## config.mk

```make
export PLATFORM = sky130hd
export DESIGN_NAME = ps2_mouse_packet_tracker
export DESIGN_NICKNAME = d
export VERILOG_FILES = /design/src/rtl/ps2mt_pkg.sv /design/src/rtl/ps2mt_clamp.sv /design/src/rtl/ps2mt_core.sv /design/src/rtl/ps2_mouse_packet_tracker.sv
export SDC_FILE = /design/constraint.sdc
export NUM_CORES = 1
export LEC_CHECK = 0
export BUFFER_PORTS_ARGS = -buffer_cell sky130_fd_sc_hd__buf_2
export CAP_MARGIN = 30
export CORE_UTILIZATION = 30
export DETAILED_ROUTE_END_ITERATION = 8
export PLACE_DENSITY = 0.43
export SYNTH_ARGS = -nofsm -noshare
export SYNTH_HDL_FRONTEND = slang
export SYNTH_SLANG_ARGS = --single-unit
```

## constraint.sdc

```tcl
create_clock -name clock -period 10.7 [get_ports clock]
set_input_delay 2.14 -clock clock [delete_from_list [all_inputs] [get_ports clock]]
set_output_delay 2.14 -clock clock [all_outputs]
set_load 0.02 [all_outputs]
```

## src/rtl/ps2mt_pkg.sv

```systemverilog
// Package with shared types, constants and helpers of the PS/2 mouse packet tracker.
package ps2mt_pkg;

   localparam int POSITION_BITS_DEFAULT = 12;
   localparam int LIMIT_BITS = 13;
   localparam int CSR_INDEX_BITS = 1;

   localparam logic [LIMIT_BITS-1:0] SCREEN_WIDTH_RESET = 13'd1280;
   localparam logic [LIMIT_BITS-1:0] SCREEN_HEIGHT_RESET = 13'd720;

   localparam logic [CSR_INDEX_BITS-1:0] CSR_SCREEN_WIDTH = 1'b0;
   localparam logic [CSR_INDEX_BITS-1:0] CSR_SCREEN_HEIGHT = 1'b1;

   localparam int LEFT_BIT = 0;
   localparam int RIGHT_BIT = 1;
   localparam int SYNC_BIT = 3;
   localparam int XSIGN_BIT = 4;
   localparam int YSIGN_BIT = 5;

   typedef enum logic [1:0] {
      PH_FLAGS = 2'd0,
      PH_X     = 2'd1,
      PH_Y     = 2'd2
   } phase_type;

   typedef struct packed {
      logic emit;
      logic left;
      logic right;
   } result_ctl_type;

   // width of the signed sum: position plus sign and carry, never narrower than a limit
   function automatic int sum_bits(int position_bits);
      return (position_bits + 2 > LIMIT_BITS + 1) ? position_bits + 2 : LIMIT_BITS + 1;
   endfunction

endpackage

```

## src/rtl/ps2mt_clamp.sv

```systemverilog
// Clamp of one signed cursor sum into 0 .. limit-1 with limit held to 1 .. 2^POSITION_BITS.
module ps2mt_clamp #(
   parameter int POSITION_BITS = ps2mt_pkg::POSITION_BITS_DEFAULT
) (
   input  logic signed [ps2mt_pkg::sum_bits(POSITION_BITS)-1:0] value,
   input  logic [ps2mt_pkg::LIMIT_BITS-1:0]                     limit,
   output logic [POSITION_BITS-1:0]                             clamped
);
   import ps2mt_pkg::*;

   localparam int W = sum_bits(POSITION_BITS);
   localparam logic [W-1:0] SPAN = {{(W-1){1'b0}}, 1'b1} << POSITION_BITS;
   localparam logic [W-1:0] ONE = {{(W-1){1'b0}}, 1'b1};

   logic [W-1:0] limit_ext;
   logic [W-1:0] max_pos;

   assign limit_ext = {{(W-LIMIT_BITS){1'b0}}, limit};

   always_comb begin
      if (limit_ext == '0) begin
         max_pos = '0;
      end else if (limit_ext > SPAN) begin
         max_pos = SPAN - ONE;
      end else begin
         max_pos = limit_ext - ONE;
      end
   end

   always_comb begin
      if (value[W-1]) begin
         clamped = '0;
      end else if (value > $signed(max_pos)) begin
         clamped = max_pos[POSITION_BITS-1:0];
      end else begin
         clamped = value[POSITION_BITS-1:0];
      end
   end

endmodule

```

## src/rtl/ps2mt_core.sv

```systemverilog
// Packet phase sequencer, held bytes and cursor update of the PS/2 mouse packet tracker.
module ps2mt_core #(
   parameter int POSITION_BITS = ps2mt_pkg::POSITION_BITS_DEFAULT
) (
   input  logic                              clock,
   input  logic                              reset,
   input  logic                              step,
   input  logic [7:0]                        rx_byte,
   input  logic [ps2mt_pkg::LIMIT_BITS-1:0]  screen_width,
   input  logic [ps2mt_pkg::LIMIT_BITS-1:0]  screen_height,
   output ps2mt_pkg::result_ctl_type         result_ctl,
   output logic [POSITION_BITS-1:0]          pos_x,
   output logic [POSITION_BITS-1:0]          pos_y
);
   import ps2mt_pkg::*;

   localparam int W = sum_bits(POSITION_BITS);

   phase_type                phase_ff, phase_in;
   logic [7:0]               flags_ff;
   logic [7:0]               xbyte_ff;
   logic [POSITION_BITS-1:0] cursor_x_ff;
   logic [POSITION_BITS-1:0] cursor_y_ff;

   logic load_flags;
   logic load_x;
   logic emit;

   logic signed [W-1:0] cur_x_ext;
   logic signed [W-1:0] cur_y_ext;
   logic signed [W-1:0] dx;
   logic signed [W-1:0] dy;
   logic signed [W-1:0] sum_x;
   logic signed [W-1:0] sum_y;

   always_comb begin
      unique case (phase_ff)
         PH_FLAGS: phase_in = rx_byte[SYNC_BIT] ? PH_X : PH_FLAGS;
         PH_X:     phase_in = PH_Y;
         PH_Y:     phase_in = PH_FLAGS;
         default:  phase_in = rx_byte[SYNC_BIT] ? PH_X : PH_FLAGS;
      endcase
   end

   always_comb begin
      load_flags = 1'b0;
      load_x = 1'b0;
      emit = 1'b0;
      unique case (phase_ff)
         PH_FLAGS: load_flags = rx_byte[SYNC_BIT];
         PH_X:     load_x = 1'b1;
         PH_Y:     emit = 1'b1;
         default:  load_flags = rx_byte[SYNC_BIT];
      endcase
   end

   assign cur_x_ext = $signed({{(W-POSITION_BITS){1'b0}}, cursor_x_ff});
   assign cur_y_ext = $signed({{(W-POSITION_BITS){1'b0}}, cursor_y_ff});
   assign dx = $signed({{(W-8){flags_ff[XSIGN_BIT]}}, xbyte_ff});
   assign dy = $signed({{(W-8){flags_ff[YSIGN_BIT]}}, rx_byte});
   assign sum_x = cur_x_ext + dx;
   assign sum_y = cur_y_ext - dy;

   ps2mt_clamp #(
      .POSITION_BITS(POSITION_BITS)
   ) u_clamp_x (
      .value  (sum_x),
      .limit  (screen_width),
      .clamped(pos_x)
   );

   ps2mt_clamp #(
      .POSITION_BITS(POSITION_BITS)
   ) u_clamp_y (
      .value  (sum_y),
      .limit  (screen_height),
      .clamped(pos_y)
   );

   assign result_ctl.emit = emit;
   assign result_ctl.left = flags_ff[LEFT_BIT];
   assign result_ctl.right = flags_ff[RIGHT_BIT];

   always_ff @(posedge clock) begin
      if (reset) begin
         phase_ff <= PH_FLAGS;
         flags_ff <= '0;
         xbyte_ff <= '0;
         cursor_x_ff <= '0;
         cursor_y_ff <= '0;
      end else if (step) begin
         phase_ff <= phase_in;
         if (load_flags) begin
            flags_ff <= rx_byte;
         end
         if (load_x) begin
            xbyte_ff <= rx_byte;
         end
         if (emit) begin
            cursor_x_ff <= pos_x;
            cursor_y_ff <= pos_y;
         end
      end
   end

   a_resync_drop: assert property (@(posedge clock) disable iff (reset)
      (step && phase_ff == PH_FLAGS && !rx_byte[SYNC_BIT]) |=> (phase_ff == PH_FLAGS))
      else $error("unsynced byte left the flags phase");

   a_x_then_y: assert property (@(posedge clock) disable iff (reset)
      (step && phase_ff == PH_X) |=> (phase_ff == PH_Y))
      else $error("x delta byte not followed by y phase");

   a_emit_closes_packet: assert property (@(posedge clock) disable iff (reset)
      (step && emit) |=> (phase_ff == PH_FLAGS && cursor_x_ff == $past(pos_x)
                          && cursor_y_ff == $past(pos_y)))
      else $error("completed packet did not update cursor and restart");

endmodule

```

## src/rtl/ps2_mouse_packet_tracker.sv

```systemverilog
// Top level of the PS/2 mouse packet tracker: request and response registers and csr file.
//
// Request channel: one received mouse byte per request on req_rx_byte, with
// req_valid and req_stall. Bytes group into three-byte packets (flags, x, y);
// while waiting for a flags byte, a byte with bit 3 clear is dropped.
// Response channel: one response per completed packet on rsp_pos_x, rsp_pos_y,
// rsp_left_button and rsp_right_button, with rsp_valid and rsp_stall.
// Csr port: csr_we writes csr_wdata into screen_width (index 0) or
// screen_height (index 1); no read-back. Write only while the block is idle.
// Decode: a taken byte is held in the request register and decoded from there
// into the response register, which holds the response of a third byte.
// Throughput: one byte per cycle while the response is not stalled, set by the
// single decode step between the request register and the response register.
// Reset: sync, active high; clears the packet phase, held bytes and cursor to
// zero and loads screen size 1280 by 720.
// Stall: a stalled response holds; the request register then holds its byte
// and req_stall rises only while that byte waits on the full response register.
module ps2_mouse_packet_tracker #(
   parameter int POSITION_BITS = ps2mt_pkg::POSITION_BITS_DEFAULT
) (
   input  logic                                  clock,
   input  logic                                  reset,
   input  logic                                  req_valid,
   output logic                                  req_stall,
   input  logic [7:0]                            req_rx_byte,
   output logic                                  rsp_valid,
   input  logic                                  rsp_stall,
   output logic [POSITION_BITS-1:0]              rsp_pos_x,
   output logic [POSITION_BITS-1:0]              rsp_pos_y,
   output logic                                  rsp_left_button,
   output logic                                  rsp_right_button,
   input  logic                                  csr_we,
   input  logic [ps2mt_pkg::CSR_INDEX_BITS-1:0]  csr_index,
   input  logic [ps2mt_pkg::LIMIT_BITS-1:0]      csr_wdata
);
   import ps2mt_pkg::*;

   logic                     in_valid_ff, in_valid_in;
   logic [7:0]               in_byte_ff;
   logic                     rsp_valid_ff, rsp_valid_in;
   logic [POSITION_BITS-1:0] rsp_pos_x_ff;
   logic [POSITION_BITS-1:0] rsp_pos_y_ff;
   logic                     rsp_left_ff;
   logic                     rsp_right_ff;
   logic [LIMIT_BITS-1:0]    width_ff;
   logic [LIMIT_BITS-1:0]    height_ff;

   logic                     out_free;
   logic                     step;
   logic                     take;
   result_ctl_type           result_ctl;
   logic [POSITION_BITS-1:0] pos_x;
   logic [POSITION_BITS-1:0] pos_y;

   assign out_free = !rsp_valid_ff || !rsp_stall;
   assign step = in_valid_ff && out_free;
   assign req_stall = in_valid_ff && !out_free;
   assign take = req_valid && !req_stall;

   always_comb begin
      if (take) begin
         in_valid_in = 1'b1;
      end else if (step) begin
         in_valid_in = 1'b0;
      end else begin
         in_valid_in = in_valid_ff;
      end
   end

   always_comb begin
      if (out_free) begin
         rsp_valid_in = step && result_ctl.emit;
      end else begin
         rsp_valid_in = rsp_valid_ff;
      end
   end

   ps2mt_core #(
      .POSITION_BITS(POSITION_BITS)
   ) u_core (
      .clock        (clock),
      .reset        (reset),
      .step         (step),
      .rx_byte      (in_byte_ff),
      .screen_width (width_ff),
      .screen_height(height_ff),
      .result_ctl   (result_ctl),
      .pos_x        (pos_x),
      .pos_y        (pos_y)
   );

   always_ff @(posedge clock) begin
      if (reset) begin
         in_valid_ff <= 1'b0;
         rsp_valid_ff <= 1'b0;
      end else begin
         in_valid_ff <= in_valid_in;
         rsp_valid_ff <= rsp_valid_in;
      end
   end

   always_ff @(posedge clock) begin
      if (take) begin
         in_byte_ff <= req_rx_byte;
      end
      if (step && result_ctl.emit) begin
         rsp_pos_x_ff <= pos_x;
         rsp_pos_y_ff <= pos_y;
         rsp_left_ff <= result_ctl.left;
         rsp_right_ff <= result_ctl.right;
      end
   end

   always_ff @(posedge clock) begin
      if (reset) begin
         width_ff <= SCREEN_WIDTH_RESET;
         height_ff <= SCREEN_HEIGHT_RESET;
      end else if (csr_we) begin
         unique case (csr_index)
            CSR_SCREEN_WIDTH:  width_ff <= csr_wdata;
            CSR_SCREEN_HEIGHT: height_ff <= csr_wdata;
            default:           width_ff <= width_ff;
         endcase
      end
   end

   assign rsp_valid = rsp_valid_ff;
   assign rsp_pos_x = rsp_pos_x_ff;
   assign rsp_pos_y = rsp_pos_y_ff;
   assign rsp_left_button = rsp_left_ff;
   assign rsp_right_button = rsp_right_ff;

endmodule

```

==> summary.txt <==
Total track usage -> 15.8%
Die area -> 22100 µm²
Setup tns final -> 0 ps
Hold path depth -> 0
Critical path cell sequence -> buf_2, and3_1, buf_2
Period minus WS final -> 4730 ps
First-pass GRT wire length -> 27200 µm
Maximum vdd drop -> 0.0682 mV
Syn Nets -> 855
Register area share after synthesis -> 36.3%
Leakage power -> 3.06 nW
Final Setup Violations -> 0
Reg-to-Reg Start -> u_core.flags_ff[4]
Vias post-DR -> 5416
Core area -> 21000 µm²
Clock sink count -> 100
# diodes -> 0
Post-DP HPWL -> 13100 µm
Max-cap violations -> 0
Ys async rst share -> 0%
Tightest Pin Transition -> 856 ps
Fmax -> 211 MHz
Combinational cell fraction of total power -> 17.5%
DRT antenna net count -> 0
Area delta synth->final -> 13.4%
Fin. max-slew vios -> 0
CP bufs+invs -> 2
Status -> complete, no violations
Fraction of layout cells with a size suffix above 1 -> 11.5%
Synth area leader -> dfxtp_1
Vias in the first global route -> 5292
Setup slack, reg-to-reg -> 6130 ps
Hold path endpoint -> rsp_right_button
Total Power -> 925 µW
DRC -> 0
Largest stage delay, worst path -> 190 ps
R2R cell count -> 16
Post-synth EDFFs -> 34
Critical path's top delay family -> buffers and inverters
Synthesized flop and latch total -> 100
Yosys top cell area share -> 20.5%
Worst r2r dst -> rsp_pos_x[6]
Synth area leaders -> dfxtp_1 21%, edfxtp_1 16%, ha_1 12%
Sequential share of power -> 44.9%
Clk slew on worst S/H paths -> 90 ps
Critical path's most frequent cell -> buf_2
Sw frac -> 31.1%
Finished Cell Area -> 7310 µm²
RSZ-0062 raised after global routing -> false
FP Rows -> 53
Crit-path max FO -> 3
Crit end category -> output port
Hold Crit Class -> reg2reg
P_int -> 637 µW
Final WL -> 16800 µm
Critical path's slowest cell -> and3_1
Post-synth top cells -> 111 x nand2_1, 94 x nor2_1, 66 x dfxtp_1
Vias per inst -> 4.96
Top_reg_cell synth -> dfxtp_1
Part of the cycle the worst path needs -> 44.2%
WL per Instance -> 15.4 µm
Post-place setup slack -> 5960 ps
Post-route setup slack -> 5970 ps
Slew margin rel. -> 42.8%
Initial core utilization -> 30.7%
Synth unique cells -> 62
Overflow left after global routing -> 0
Final hold vios -> 0
Cell with the most instances after synthesis -> nand2_1
Resized Gates After CTS -> 0
DRT iter0 DRCs -> 257
Die width -> 149 µm
# IOs -> 55
Critical path type -> in2out
CTS tree -> yes
Detailed Routing Iterations Pass 1 -> 4
Initial antenna violation count -> 0
YS warnings -> 0
Psw -> 287 µW
Dpl cell area -> 6990 µm²
Placer Congestion -> 0.838
CP startpoint kind -> primary input
Crit path DAT -> 2590 ps
Synthesized area -> 6440 µm²
CTS buffer count -> 9
Die H -> 149 µm
Max Buffers Root-to-Sink -> 2
Root Driver -> clkbuf_16
H-tree depth -> 3
Worst skew pair latency -> 370 ps
PortBufs -> 54
Synthesized instance count -> 766
Hold_sp -> u_core.flags_ff[1]
Nets -> 901
Critical Path RT -> 8560 ps
Largest net degree at the start of global routing -> 45
Clock skew -> 14.3 ps
Post-CTS setup buffers -> 0
Syn avg cell area -> 8.41 µm²
Clock power frac -> 37.6%
Post-CTS Hold Buffers -> 0
Power density over the cells -> 127 nW/µm²
worst max path at each step:
stage / startpoint / to / cells after the start
floorplan: rsp_stall / req_stall / 1
finish: rsp_stall / req_stall / 3
global placement: rsp_stall / req_stall / 3
global route: width_ff[2] / rsp_pos_x[6] / 13
CTS: rsp_stall / req_stall / 3
detailed placement: rsp_stall / req_stall / 3
power groups by stage:
stage	Combinational (mW)	Clock [mW]	Sequential (mW)
detailed placement	0.163	0	0.424
global placement	0.158	0	0.424
floorplan	0.120	0	0.419
global route	0.184	0.371	0.417
finish	0.162	0.347	0.415
CTS	0.164	0.359	0.415
cells by family after synthesis:
| family | after synthesis | share of synthesized area (%) |
|---|---|---|
| flip-flops | 100 | 36.3 |
| buffers and inverters | 82 | 5.15 |
| AND/OR/NAND/NOR | 288 | 20.6 |
| adder cells (fa/ha/maj) | 63 | 12.4 |
| AO/OA/AOI/OAI | 171 | 16.3 |
| multiplexers | 32 | 5.11 |
| XOR/XNOR | 30 | 4.08 |
layout by cell type, fill, tap and decap left out, types with 4 or more instances in the layout:
cell type / count
buf_4: 4
mux2i_1: 25
nor2_1: 94
or3_1: 4
edfxtp_1: 34
nand3b_1: 7
a211oi_1: 4
nor4_1: 5
and3_1: 9
nor2b_1: 6
o21a_1: 9
xnor2_1: 22
ha_1: 60
xor2_1: 8
nand2b_1: 6
clkbuf_16: 9
a221oi_1: 4
mux2_2: 7
nand3_1: 17
o21ai_1: 7
nor3_1: 9
buf_2: 54
inv_1: 58
dfxtp_1: 66
nand2_1: 111
o21ai_0: 48
a31oi_1: 5
a21oi_1: 52
a21o_1: 14
state kept, by name, indices dropped and copies added, names as in the netlist:
register	flops
u_core.xbyte_ff	8
u_core.flags_ff	4
rsp_pos_y	12
height_ff	13
u_core.cursor_y_ff	12
rsp_right_button	1
u_core.cursor_x_ff	12
rsp_valid	1
rsp_pos_x	12
width_ff	13
in_byte_ff	8
u_core.phase_ff	2
rsp_left_button	1
in_valid_ff	1
worst register-to-register path, stage by stage (launching register included):
cell and delay (ps):
dfxtp_1 610, ha_1 390, inv_1 140, nor2_1 80, o21ai_0 210, nor2_1 60
mux2i_1 180, nand2_1 380, ha_1 490, nand4_1 140, o21bai_1 160, o41ai_1 110
o2111a_1 160, nor3_2 610, buf_6 240, mux2i_1 280, nor2_1 70
layer usage:
metal / global-route usage (%) / vias to the layer above / share of wire, %
met5: 0 / - / 0
met4: 4.43 / 0 / 1.1
met3: 2.45 / 13 / 4.3
met2: 26.3 / 90 / 46
met1: 21.1 / 2537 / 48
li1: - / 2776 / -
metrics by stage:
step           utilization, %  std cells  hold WS (ps)
4_1_cts                  34.8       1092           449
6_report                 34.8       1092           452
2_1_floorplan               -        766           408
5_1_grt                  34.8       1092           457
3_5_place_dp             33.3       1076           425
3_3_place_gp             33.2       1075           424
cell type report:
cell class	instances	area, µm²
fill	2191	13700
multi-input combinational	584	3770
sequential	100	2340
tap	275	344
timing repair buffer	59	312
clock buffer	9	225
inverter	58	218
clock inverter	7	91.3
No activity file was read; power rests on OpenSTA's default activity.
